===== src/hdl/ehc_pkg.sv =====
`default_nettype none
package ehc_pkg;

  localparam int unsigned OffsetBits = 16;
  localparam int unsigned LenBits    = OffsetBits + 1;

  localparam logic [15:0] EtherArp = 16'h0806;
  localparam logic [7:0]  ProtoIcmp = 8'd1;
  localparam logic [7:0]  ProtoTcp  = 8'd6;
  localparam logic [7:0]  ProtoUdp  = 8'd17;
  localparam logic [7:0]  ChrCr     = 8'h0d;
  localparam logic [7:0]  ChrLf     = 8'h0a;

  localparam logic [3:0] ClsArp      = 4'd0;
  localparam logic [3:0] ClsTcp      = 4'd1;
  localparam logic [3:0] ClsUdp      = 4'd2;
  localparam logic [3:0] ClsIcmp     = 4'd3;
  localparam logic [3:0] ClsProtoNil = 4'd4;
  localparam logic [3:0] ClsUnknown  = 4'd5;
  localparam logic [3:0] ClsBadIpHl  = 4'd6;
  localparam logic [3:0] ClsBadTcpHl = 4'd7;
  localparam logic [3:0] ClsTrunc    = 4'd8;

  localparam logic [1:0] AppNone = 2'd0;
  localparam logic [1:0] AppHttp = 2'd1;
  localparam logic [1:0] AppTls  = 2'd2;
  localparam logic [1:0] AppDns  = 2'd3;

  localparam logic [2:0] IcmpEchoReply   = 3'd0;
  localparam logic [2:0] IcmpHostUnreach = 3'd1;
  localparam logic [2:0] IcmpPortUnreach = 3'd2;
  localparam logic [2:0] IcmpEchoReq     = 3'd3;
  localparam logic [2:0] IcmpOther       = 3'd4;

  localparam logic [1:0] RegHttpPort = 2'd0;
  localparam logic [1:0] RegTlsPort  = 2'd1;
  localparam logic [1:0] RegDnsPort  = 2'd2;

  typedef struct packed {
    logic [7:0] data_byte;
    logic       end_of_frame;
  } in_beat_t;

  typedef struct packed {
    logic [3:0]  frame_class;
    logic [31:0] source_address;
    logic [31:0] destination_address;
    logic [15:0] source_port;
    logic [15:0] destination_port;
    logic [15:0] payload_size;
    logic [1:0]  app_kind;
    logic [2:0]  app_code;
    logic [15:0] app_value;
    logic [1:0]  tls_version;
    logic [2:0]  icmp_kind;
    logic [15:0] icmp_type_code;
  } out_beat_t;

  typedef struct packed {
    logic [15:0] http_port;
    logic [15:0] tls_port;
    logic [15:0] dns_port;
  } cfg_t;

  typedef struct packed {
    logic [OffsetBits-1:0] offset;
    logic [15:0] ether_kind;
    logic [5:0]  ip_hdr;
    logic [15:0] ip_total;
    logic [7:0]  ip_proto;
    logic [31:0] src_addr;
    logic [31:0] dst_addr;
    logic [15:0] port0;
    logic [15:0] port1;
    logic [6:0]  tp_hdr;
    logic [15:0] seen;
    logic [1:0]  crlf;
    logic [15:0] app0;
    logic [15:0] app1;
    logic [7:0]  app2;
    logic        http_found;
    logic [15:0] app3;
    logic [15:0] icmp0;
    logic [15:0] icmp1;
    logic [15:0] icmp2;
  } frame_t;

  typedef struct packed {
    frame_t             fr;
    logic [LenBits-1:0] len;
  } snap_t;

  function automatic logic [15:0] payload_len(input logic [15:0] total,
                                               input logic [5:0] ip_hdr,
                                               input logic [6:0] tp_hdr);
    logic [7:0] hdr;
    hdr = {2'b00, ip_hdr} + {1'b0, tp_hdr};
    payload_len = (total > {8'h00, hdr}) ? (total - {8'h00, hdr}) : 16'h0000;
  endfunction

endpackage
`default_nettype wire


===== src/hdl/ehc_cfg.sv =====
`default_nettype none
module ehc_cfg (
  input  wire logic         clk_i,
  input  wire logic         rst_ni,
  input  wire logic         psel,
  input  wire logic         penable,
  input  wire logic         pwrite,
  input  wire logic [3:0]   paddr,
  input  wire logic [31:0]  pwdata,
  output logic [31:0]       prdata,
  output logic              pready,
  output ehc_pkg::cfg_t     cfg_o
);

  ehc_pkg::cfg_t cfg_q, cfg_d;
  logic          wr_en;

  assign pready = 1'b1;
  assign wr_en  = psel && penable && pwrite;
  assign cfg_o  = cfg_q;

  always_comb begin
    cfg_d = cfg_q;
    if (wr_en) begin
      case (paddr[3:2])
        ehc_pkg::RegHttpPort: cfg_d.http_port = pwdata[15:0];
        ehc_pkg::RegTlsPort:  cfg_d.tls_port  = pwdata[15:0];
        ehc_pkg::RegDnsPort:  cfg_d.dns_port  = pwdata[15:0];
        default: cfg_d = cfg_q;
      endcase
    end
  end

  always_comb begin
    case (paddr[3:2])
      ehc_pkg::RegHttpPort: prdata = {16'h0000, cfg_q.http_port};
      ehc_pkg::RegTlsPort:  prdata = {16'h0000, cfg_q.tls_port};
      ehc_pkg::RegDnsPort:  prdata = {16'h0000, cfg_q.dns_port};
      default: prdata = 32'h0000_0000;
    endcase
  end

  always_ff @(posedge clk_i or negedge rst_ni) begin
    if (!rst_ni) begin
      cfg_q.http_port <= 16'd80;
      cfg_q.tls_port  <= 16'd443;
      cfg_q.dns_port  <= 16'd53;
    end else begin
      cfg_q <= cfg_d;
    end
  end

endmodule
`default_nettype wire


===== src/hdl/ehc_parse.sv =====
`default_nettype none
module ehc_parse (
  input  wire logic              clk_i,
  input  wire logic              rst_ni,
  input  wire logic              en_i,
  input  wire logic              in_valid_i,
  input  wire ehc_pkg::in_beat_t in_data_i,
  output logic                   snap_valid_o,
  output ehc_pkg::snap_t         snap_o
);

  logic              in_valid_q;
  ehc_pkg::in_beat_t in_q;
  ehc_pkg::frame_t   fr_q, fr_d, nx;
  logic              snap_valid_q;
  ehc_pkg::snap_t    snap_q;

  logic [ehc_pkg::OffsetBits-1:0] o;
  logic [7:0]  b;
  logic [6:0]  t;
  logic [ehc_pkg::OffsetBits-1:0] r;
  logic [15:0] plen;
  logic [7:0]  want;

  // Header capture for the byte in the input register, one byte per cycle while the pipeline is not stalled.
  always_comb begin
    nx   = fr_q;
    o    = fr_q.offset;
    b    = in_q.data_byte;
    t    = 7'd14 + {1'b0, fr_q.ip_hdr};
    r    = '0;
    plen = 16'h0000;
    want = ehc_pkg::ChrCr;
    if (o == 'd12) begin
      nx.ether_kind = {b, 8'h00};
    end else if (o == 'd13) begin
      nx.ether_kind = fr_q.ether_kind | {8'h00, b};
    end else if (fr_q.ether_kind == ehc_pkg::EtherArp) begin
      if (o >= 'd28 && o <= 'd31) nx.src_addr = {fr_q.src_addr[23:0], b};
      if (o >= 'd38 && o <= 'd41) nx.dst_addr = {fr_q.dst_addr[23:0], b};
    end else begin
      if (o == 'd14) begin
        nx.ip_hdr = {b[3:0], 2'b00};
      end else if (o == 'd16) begin
        nx.ip_total = {b, 8'h00};
      end else if (o == 'd17) begin
        nx.ip_total = fr_q.ip_total | {8'h00, b};
      end else if (o == 'd23) begin
        nx.ip_proto = b;
        if (b == ehc_pkg::ProtoUdp) nx.tp_hdr = 7'd8;
      end else if (o >= 'd26 && o <= 'd29) begin
        nx.src_addr = {fr_q.src_addr[23:0], b};
      end else if (o >= 'd30 && o <= 'd33) begin
        nx.dst_addr = {fr_q.dst_addr[23:0], b};
      end
      t = 7'd14 + {1'b0, nx.ip_hdr};
      if (nx.ip_hdr >= 6'd20 && o >= {{(ehc_pkg::OffsetBits-7){1'b0}}, t}) begin
        r = o - {{(ehc_pkg::OffsetBits-7){1'b0}}, t};
        if (nx.ip_proto == ehc_pkg::ProtoTcp || nx.ip_proto == ehc_pkg::ProtoUdp) begin
          if (r < 'd2) nx.port0 = {fr_q.port0[7:0], b};
          else if (r < 'd4) nx.port1 = {fr_q.port1[7:0], b};
          if (nx.ip_proto == ehc_pkg::ProtoTcp && r == 'd12) nx.tp_hdr = {1'b0, b[7:4], 2'b00};
          plen = ehc_pkg::payload_len(nx.ip_total, nx.ip_hdr, nx.tp_hdr);
          if ((nx.ip_proto == ehc_pkg::ProtoUdp || nx.tp_hdr >= 7'd20) &&
              r >= {{(ehc_pkg::OffsetBits-7){1'b0}}, nx.tp_hdr} && fr_q.seen < plen) begin
            case (fr_q.seen)
              16'd0: nx.app0[15:8] = b;
              16'd1: nx.app0[7:0]  = b;
              16'd2: nx.app1[15:8] = b;
              16'd3: nx.app1[7:0]  = b;
              16'd5: nx.app2       = b;
              default: nx.app2     = fr_q.app2;
            endcase
            if (!fr_q.http_found) begin
              want = fr_q.crlf[0] ? ehc_pkg::ChrLf : ehc_pkg::ChrCr;
              if (b == want) begin
                if (fr_q.crlf == 2'd3) begin
                  nx.http_found = 1'b1;
                  nx.app3       = fr_q.seen - 16'd3;
                  nx.crlf       = 2'd0;
                end else begin
                  nx.crlf = fr_q.crlf + 2'd1;
                end
              end else begin
                nx.crlf = (b == ehc_pkg::ChrCr) ? 2'd1 : 2'd0;
              end
            end
            nx.seen = fr_q.seen + 16'd1;
          end
        end else if (nx.ip_proto == ehc_pkg::ProtoIcmp) begin
          if (r == 'd0) nx.icmp0[15:8] = b;
          else if (r == 'd1) nx.icmp0[7:0] = b;
          else if (r == 'd4 || r == 'd5) nx.icmp1 = {fr_q.icmp1[7:0], b};
          else if (r == 'd6 || r == 'd7) nx.icmp2 = {fr_q.icmp2[7:0], b};
        end
      end
    end
  end

  always_comb begin
    fr_d = fr_q;
    if (en_i && in_valid_q) begin
      if (in_q.end_of_frame) begin
        fr_d = '0;
      end else begin
        fr_d = nx;
        if (o != '1) fr_d.offset = o + 1'b1;
      end
    end
  end

  always_ff @(posedge clk_i or negedge rst_ni) begin
    if (!rst_ni) begin
      in_valid_q   <= 1'b0;
      snap_valid_q <= 1'b0;
      fr_q         <= '0;
    end else begin
      fr_q <= fr_d;
      if (en_i) begin
        in_valid_q   <= in_valid_i;
        snap_valid_q <= in_valid_q && in_q.end_of_frame;
      end
    end
  end

  always_ff @(posedge clk_i) begin
    if (en_i) begin
      in_q <= in_data_i;
      if (in_valid_q && in_q.end_of_frame) begin
        snap_q.fr  <= nx;
        snap_q.len <= {1'b0, o} + 1'b1;
      end
    end
  end

  assign snap_valid_o = snap_valid_q;
  assign snap_o       = snap_q;

endmodule
`default_nettype wire


===== src/hdl/ehc_summary.sv =====
`default_nettype none
module ehc_summary (
  input  wire logic            clk_i,
  input  wire logic            rst_ni,
  input  wire logic            en_i,
  input  wire logic            snap_valid_i,
  input  wire ehc_pkg::snap_t  snap_i,
  input  wire ehc_pkg::cfg_t   cfg_i,
  output logic                 out_valid_o,
  output ehc_pkg::out_beat_t   out_data_o
);

  ehc_pkg::out_beat_t res, out_q;
  logic                        out_valid_q;
  ehc_pkg::frame_t             f;
  logic [ehc_pkg::LenBits-1:0] len, t;
  logic [7:0]  ty, cd, ct, v1, v2;
  logic [15:0] psize;
  logic [2:0]  code;

  always_comb begin
    res   = '0;
    f     = snap_i.fr;
    len   = snap_i.len;
    t     = ehc_pkg::LenBits'(14) + {{(ehc_pkg::LenBits-6){1'b0}}, f.ip_hdr};
    ty    = f.icmp0[15:8];
    cd    = f.icmp0[7:0];
    ct    = f.app0[15:8];
    v1    = f.app0[7:0];
    v2    = f.app1[15:8];
    psize = ehc_pkg::payload_len(f.ip_total, f.ip_hdr, f.tp_hdr);
    code  = 3'd0;
    res.frame_class = ehc_pkg::ClsTrunc;
    if (f.ether_kind == ehc_pkg::EtherArp) begin
      if (len >= ehc_pkg::LenBits'(42)) begin
        res.frame_class         = ehc_pkg::ClsArp;
        res.source_address      = f.src_addr;
        res.destination_address = f.dst_addr;
      end
    end else if (len < ehc_pkg::LenBits'(15)) begin
      res.frame_class = ehc_pkg::ClsTrunc;
    end else if (f.ip_hdr < 6'd20) begin
      res.frame_class = ehc_pkg::ClsBadIpHl;
    end else if (len < ehc_pkg::LenBits'(34)) begin
      res.frame_class = ehc_pkg::ClsTrunc;
    end else if (f.ip_proto == ehc_pkg::ProtoTcp) begin
      if (len >= t + ehc_pkg::LenBits'(13)) begin
        res.source_address      = f.src_addr;
        res.destination_address = f.dst_addr;
        if (f.tp_hdr < 7'd20) begin
          res.frame_class = ehc_pkg::ClsBadTcpHl;
        end else begin
          res.frame_class      = ehc_pkg::ClsTcp;
          res.source_port      = f.port0;
          res.destination_port = f.port1;
          res.payload_size     = psize;
          if (psize != 16'h0000) begin
            if (f.port0 == cfg_i.http_port || f.port1 == cfg_i.http_port) begin
              res.app_kind = ehc_pkg::AppHttp;
              if (f.http_found) begin
                res.app_code  = 3'd1;
                res.app_value = f.app3;
              end
            end else if (f.port0 == cfg_i.tls_port || f.port1 == cfg_i.tls_port) begin
              res.app_kind = ehc_pkg::AppTls;
              case (ct)
                8'h16:   code = 3'd1;
                8'h15:   code = 3'd2;
                8'h17:   code = 3'd3;
                8'h14:   code = 3'd4;
                default: code = 3'd0;
              endcase
              res.app_code = code;
              if (code == 3'd1) res.app_value = {8'h00, f.app2};
              if (code != 3'd0 && v1 == 8'h03 && v2 >= 8'd1 && v2 <= 8'd3) begin
                res.tls_version = v2[1:0];
              end
            end
          end
        end
      end
    end else if (f.ip_proto == ehc_pkg::ProtoUdp) begin
      if (len >= t + ehc_pkg::LenBits'(4)) begin
        res.frame_class         = ehc_pkg::ClsUdp;
        res.source_address      = f.src_addr;
        res.destination_address = f.dst_addr;
        res.source_port         = f.port0;
        res.destination_port    = f.port1;
        res.payload_size        = psize;
        if (psize != 16'h0000 &&
            (f.port0 == cfg_i.dns_port || f.port1 == cfg_i.dns_port)) begin
          res.app_kind  = ehc_pkg::AppDns;
          res.app_value = f.app0;
          case (f.app1)
            16'h0100: res.app_code = 3'd1;
            16'h8180: res.app_code = 3'd2;
            16'h8103: res.app_code = 3'd3;
            default:  res.app_code = 3'd0;
          endcase
        end
      end
    end else if (f.ip_proto == ehc_pkg::ProtoIcmp) begin
      if (len >= t + ehc_pkg::LenBits'(2) &&
          !(ty == 8'd8 && len < t + ehc_pkg::LenBits'(8))) begin
        res.frame_class         = ehc_pkg::ClsIcmp;
        res.source_address      = f.src_addr;
        res.destination_address = f.dst_addr;
        res.icmp_type_code      = f.icmp0;
        if (ty == 8'd0 && cd == 8'd0)      res.icmp_kind = ehc_pkg::IcmpEchoReply;
        else if (ty == 8'd3 && cd == 8'd1) res.icmp_kind = ehc_pkg::IcmpHostUnreach;
        else if (ty == 8'd3 && cd == 8'd3) res.icmp_kind = ehc_pkg::IcmpPortUnreach;
        else if (ty == 8'd8 && cd == 8'd0) res.icmp_kind = ehc_pkg::IcmpEchoReq;
        else                               res.icmp_kind = ehc_pkg::IcmpOther;
        if (ty == 8'd8) begin
          res.source_port      = f.icmp1;
          res.destination_port = f.icmp2;
        end
      end
    end else begin
      res.frame_class = (f.ip_proto == 8'd0) ? ehc_pkg::ClsProtoNil : ehc_pkg::ClsUnknown;
      res.source_address      = f.src_addr;
      res.destination_address = f.dst_addr;
    end
  end

  always_ff @(posedge clk_i or negedge rst_ni) begin
    if (!rst_ni) begin
      out_valid_q <= 1'b0;
    end else if (en_i) begin
      out_valid_q <= snap_valid_i;
    end
  end

  always_ff @(posedge clk_i) begin
    if (en_i && snap_valid_i) out_q <= res;
  end

  assign out_valid_o = out_valid_q;
  assign out_data_o  = out_q;

endmodule
`default_nettype wire


===== src/hdl/ethernet_ipv4_header_classifier_unit.sv =====
`default_nettype none
// Ethernet/IPv4 header classifier. Frame bytes enter one beat per clock on the
// input channel while the pipeline is not stalled, starting at the destination
// MAC address, and the beat flagged end_of_frame yields exactly one summary
// beat; no other beat yields any. A new byte can be accepted in every cycle in
// which the pipeline is not stalled. The accepted byte is registered in the
// input register, the header capture logic loads the snapshot register from
// it, and the summary logic behind the snapshot loads the output register.
// Every stage moves together, and the whole pipeline holds only while a
// finished summary waits in the output register with the consumer not ready.
// The ports matched against HTTP, TLS and DNS traffic live in an APB-style
// register file at byte addresses 0, 4 and 8 and should be written only while
// the block is idle.
module ethernet_ipv4_header_classifier_unit (
  input  wire logic               clk_i,
  input  wire logic               rst_ni,
  input  wire logic               in_valid_i,
  output logic                    in_ready_o,
  input  wire ehc_pkg::in_beat_t  in_data_i,
  output logic                    out_valid_o,
  input  wire logic               out_ready_i,
  output ehc_pkg::out_beat_t      out_data_o,
  input  wire logic               psel,
  input  wire logic               penable,
  input  wire logic               pwrite,
  input  wire logic [3:0]         paddr,
  input  wire logic [31:0]        pwdata,
  output logic [31:0]             prdata,
  output logic                    pready
);

  ehc_pkg::cfg_t  cfg;
  ehc_pkg::snap_t snap;
  logic           snap_valid;
  logic           en;

  // The pipeline advances unless a finished summary is stuck at the output.
  assign en         = !out_valid_o || out_ready_i;
  assign in_ready_o = en;

  ehc_cfg u_cfg (
    .clk_i   (clk_i),
    .rst_ni  (rst_ni),
    .psel    (psel),
    .penable (penable),
    .pwrite  (pwrite),
    .paddr   (paddr),
    .pwdata  (pwdata),
    .prdata  (prdata),
    .pready  (pready),
    .cfg_o   (cfg)
  );

  // Input register and per-byte header capture; the frame state is handed
  // over as a snapshot on the last byte and cleared for the next frame.
  ehc_parse u_parse (
    .clk_i        (clk_i),
    .rst_ni       (rst_ni),
    .en_i         (en),
    .in_valid_i   (in_valid_i),
    .in_data_i    (in_data_i),
    .snap_valid_o (snap_valid),
    .snap_o       (snap)
  );

  // Classification of the snapshot into the result register.
  ehc_summary u_summary (
    .clk_i        (clk_i),
    .rst_ni       (rst_ni),
    .en_i         (en),
    .snap_valid_i (snap_valid),
    .snap_i       (snap),
    .cfg_i        (cfg),
    .out_valid_o  (out_valid_o),
    .out_data_o   (out_data_o)
  );

endmodule
`default_nettype wire


===== config.mk =====
export PLATFORM = sky130hd
export DESIGN_NAME = ethernet_ipv4_header_classifier_unit
export DESIGN_NICKNAME = d
export VERILOG_FILES = /design/src/hdl/ehc_pkg.sv /design/src/hdl/ehc_cfg.sv /design/src/hdl/ehc_parse.sv /design/src/hdl/ehc_summary.sv /design/src/hdl/ethernet_ipv4_header_classifier_unit.sv
export SDC_FILE = /design/constraint.sdc
export NUM_CORES = 1
export LEC_CHECK = 0
export BUFFER_PORTS_ARGS = -buffer_cell sky130_fd_sc_hd__buf_2
export CELL_PAD_IN_SITES_DETAIL_PLACEMENT = 1
export CELL_PAD_IN_SITES_GLOBAL_PLACEMENT = 2
export CORE_MARGIN = 2
export CORE_UTILIZATION = 46
export DETAILED_ROUTE_END_ITERATION = 8
export GPL_ROUTABILITY_DRIVEN = 0
export PLACE_DENSITY_LB_ADDON = 0.1
export REMOVE_ABC_BUFFERS = 1
export SYNTH_ARGS = -nofsm -noshare
export SYNTH_HDL_FRONTEND = slang
export SYNTH_HIERARCHICAL = 1
export SYNTH_SLANG_ARGS = --single-unit

===== constraint.sdc =====
create_clock -name clk_i -period 27.1 [get_ports clk_i]
set_clock_uncertainty 0.05 [all_clocks]
set_input_delay 5.42 -clock clk_i [delete_from_list [all_inputs] [get_ports clk_i]]
set_output_delay 5.42 -clock clk_i [all_outputs]
set_load 0.01 [all_outputs]

==> metrics.txt <==
status=finished, final reports clean; crit path max-delay cell type=mux2i_1; R2R cell count=39; vias in the first global route=30000; IO Port Bufs=209; antenna cells=0; Final Cycle Share=47.6%; Multi-input gate area=0.0166 sq mm; min Tclk post-route=12890 ps; most frequent cells in the layout=edfxtp_1, nand2_1, dfrtp_1, a22o_1, mux2_2; largest net degree at the start of global routing=134; clock sink count=777; Initial DRT Pass Iterations=7; H-tree Lvls=3; post-place setup slack=14370 ps; grt ovf=0; most common cell after layout, fill and taps aside=edfxtp_1; WP data required=27570 ps; Synth Instances=3372; detailed placement HPWL=81600 um; fin area=0.0444 sq mm; crit path max fanout=16; Post-Syn Area=0.0394 sq mm; Worst Tran Pin Value=1360 ps; layout cell share with drive strength beyond 1=19.1%; post-route ant nets=0; Starting Density=46.4%; via count=28200; Yosys warning total=6; Die X-Extent=297 um; Max Cap Viol=0; endpoints failing hold=0; row cnt=107; # DRC=0; Final setup violation count=0; CTS max path bufs=3; Power per Cell Area=69.7 mW/mm^2; CTS Root Buffer Type=clkbuf_16; Post CTS Setup Buffer Count=0; first-pass GRT wire length=185000 um; Fmax=77.6 MHz; DIE AREA=0.0881 sq mm; Layout area overhead=12.7%; FF+latch area=0.0217 sq mm; Worst Hold Class=reg -> reg; Resized Gates After CTS=0; initial drt markers=1969; RSZ-0062 raised after global routing=no; initial antenna violation count=2; Critical Path Start Type=register; fillers=8796; Die Height=297 um; setup ws final=14210 ps; final core utilization=52.2%; final wirelength=120000 um; Clk Latency, worst-skew pair=650 ps; syn_area_per_cell=11.7 sq um; via/cell ratio=5.96; crit-path max cell delay=710 ps; clk slew on worst S/H paths=60 ps; CTS tree=done; worst hold stages=2; Layout Nets=3679; CTS Hold Bufs=0; CP Data Arrival Time=13360 ps; cts bufs inserted=86; Worst setup EP type=register; final setup TNS=0 ps; GRT Overall Usage=27.0%; WS Path Type=reg -> reg; IO Pins=245; Post-DP Area=0.0415 sq mm; Peak supply drop=0.0000515 V; Relative slew margins=8.77%; total chip power=3.09 mW; count of final max-slew check failures=0; WL per Instance=25.4 um; CORE AREA=0.0850 sq mm; Leak=18.9 nW
[where the power goes]
part / switching [mW] / internal (mW)
sequential: 0.0811 / 1.35
clock: 0.501 / 0.713
combinational: 0.300 / 0.153
total: 0.882 / 2.21
[metal layers]
metal / vias to the layer above / track usage [%] / part of all wire (%)
li1: 12800 / - / -
met1: 14600 / 35.9 / 44
met2: 734 / 46.2 / 49
met3: 170 / 3.47 / 4.5
met4: 0 / 7.76 / 2.6
met5: - / 0 / 0
[worst paths after layout]
kind | from | slack, ps | endpoint
max in group asynchronous | rst_ni | 20570 | u_parse/fr_q[239]$_DFFE_PN0P_
worst min-delay path | u_parse/fr_q[93]$_DFFE_PN0P_ | 430 | u_parse/fr_q[93]$_DFFE_PN0P_
worst max-delay path | u_parse/o[10]$_DFFE_PN0P_ | 14210 | u_parse/fr_q[59]$_DFFE_PN0P_
min in group asynchronous | rst_ni | 4710 | u_cfg/cfg_o[25]$_DFFE_PN0P_
worst min register to register | u_parse/fr_q[93]$_DFFE_PN0P_ | 430 | u_parse/fr_q[93]$_DFFE_PN0P_
worst max register to register | u_parse/o[10]$_DFFE_PN0P_ | 14210 | u_parse/fr_q[59]$_DFFE_PN0P_
[per-stage QoR]
step,hold slack [ps],std cells
2_1_floorplan,397,3170
3_3_place_gp,410,4573
3_5_place_dp,420,4573
4_1_cts,435,4735
5_1_grt,447,4735
6_report,435,4735
[state kept, by name, summed over array words and instances (netlist names)]
signal                 flops
u_parse/o                 16
u_parse/fr_q             272
u_parse/in_q               1
u_summary/out_valid_o      1
u_parse/snap_valid_o       1
u_cfg/cfg_o               48
u_parse/b                  8
u_parse/in_valid_q         1
u_summary/out_data_o     158
u_parse/snap_o           271
[worst max-delay path: cells and delay by family (launching register included)]
| kind | cells | cell delay [ps] |
|---|---|---|
| compound gates | 18 | 5510 |
| simple gates | 13 | 3940 |
| fa+ha+maj | 5 | 1760 |
| mux | 1 | 710 |
| flops | 1 | 500 |
| xor+xnor | 1 | 200 |
| buf+inv | 1 | 70 |
[cell type report]
class                      count  share of cell area, %
clock buffer                 124                   5.53
sequential                   777                   48.8
timing repair buffer         259                   3.22
clock inverter                38                   1.11
tap                         1144                   3.22
inverter                      88                  0.761
multi-input combinational   2305                   37.4
Power figures use the tool's default switching activity.
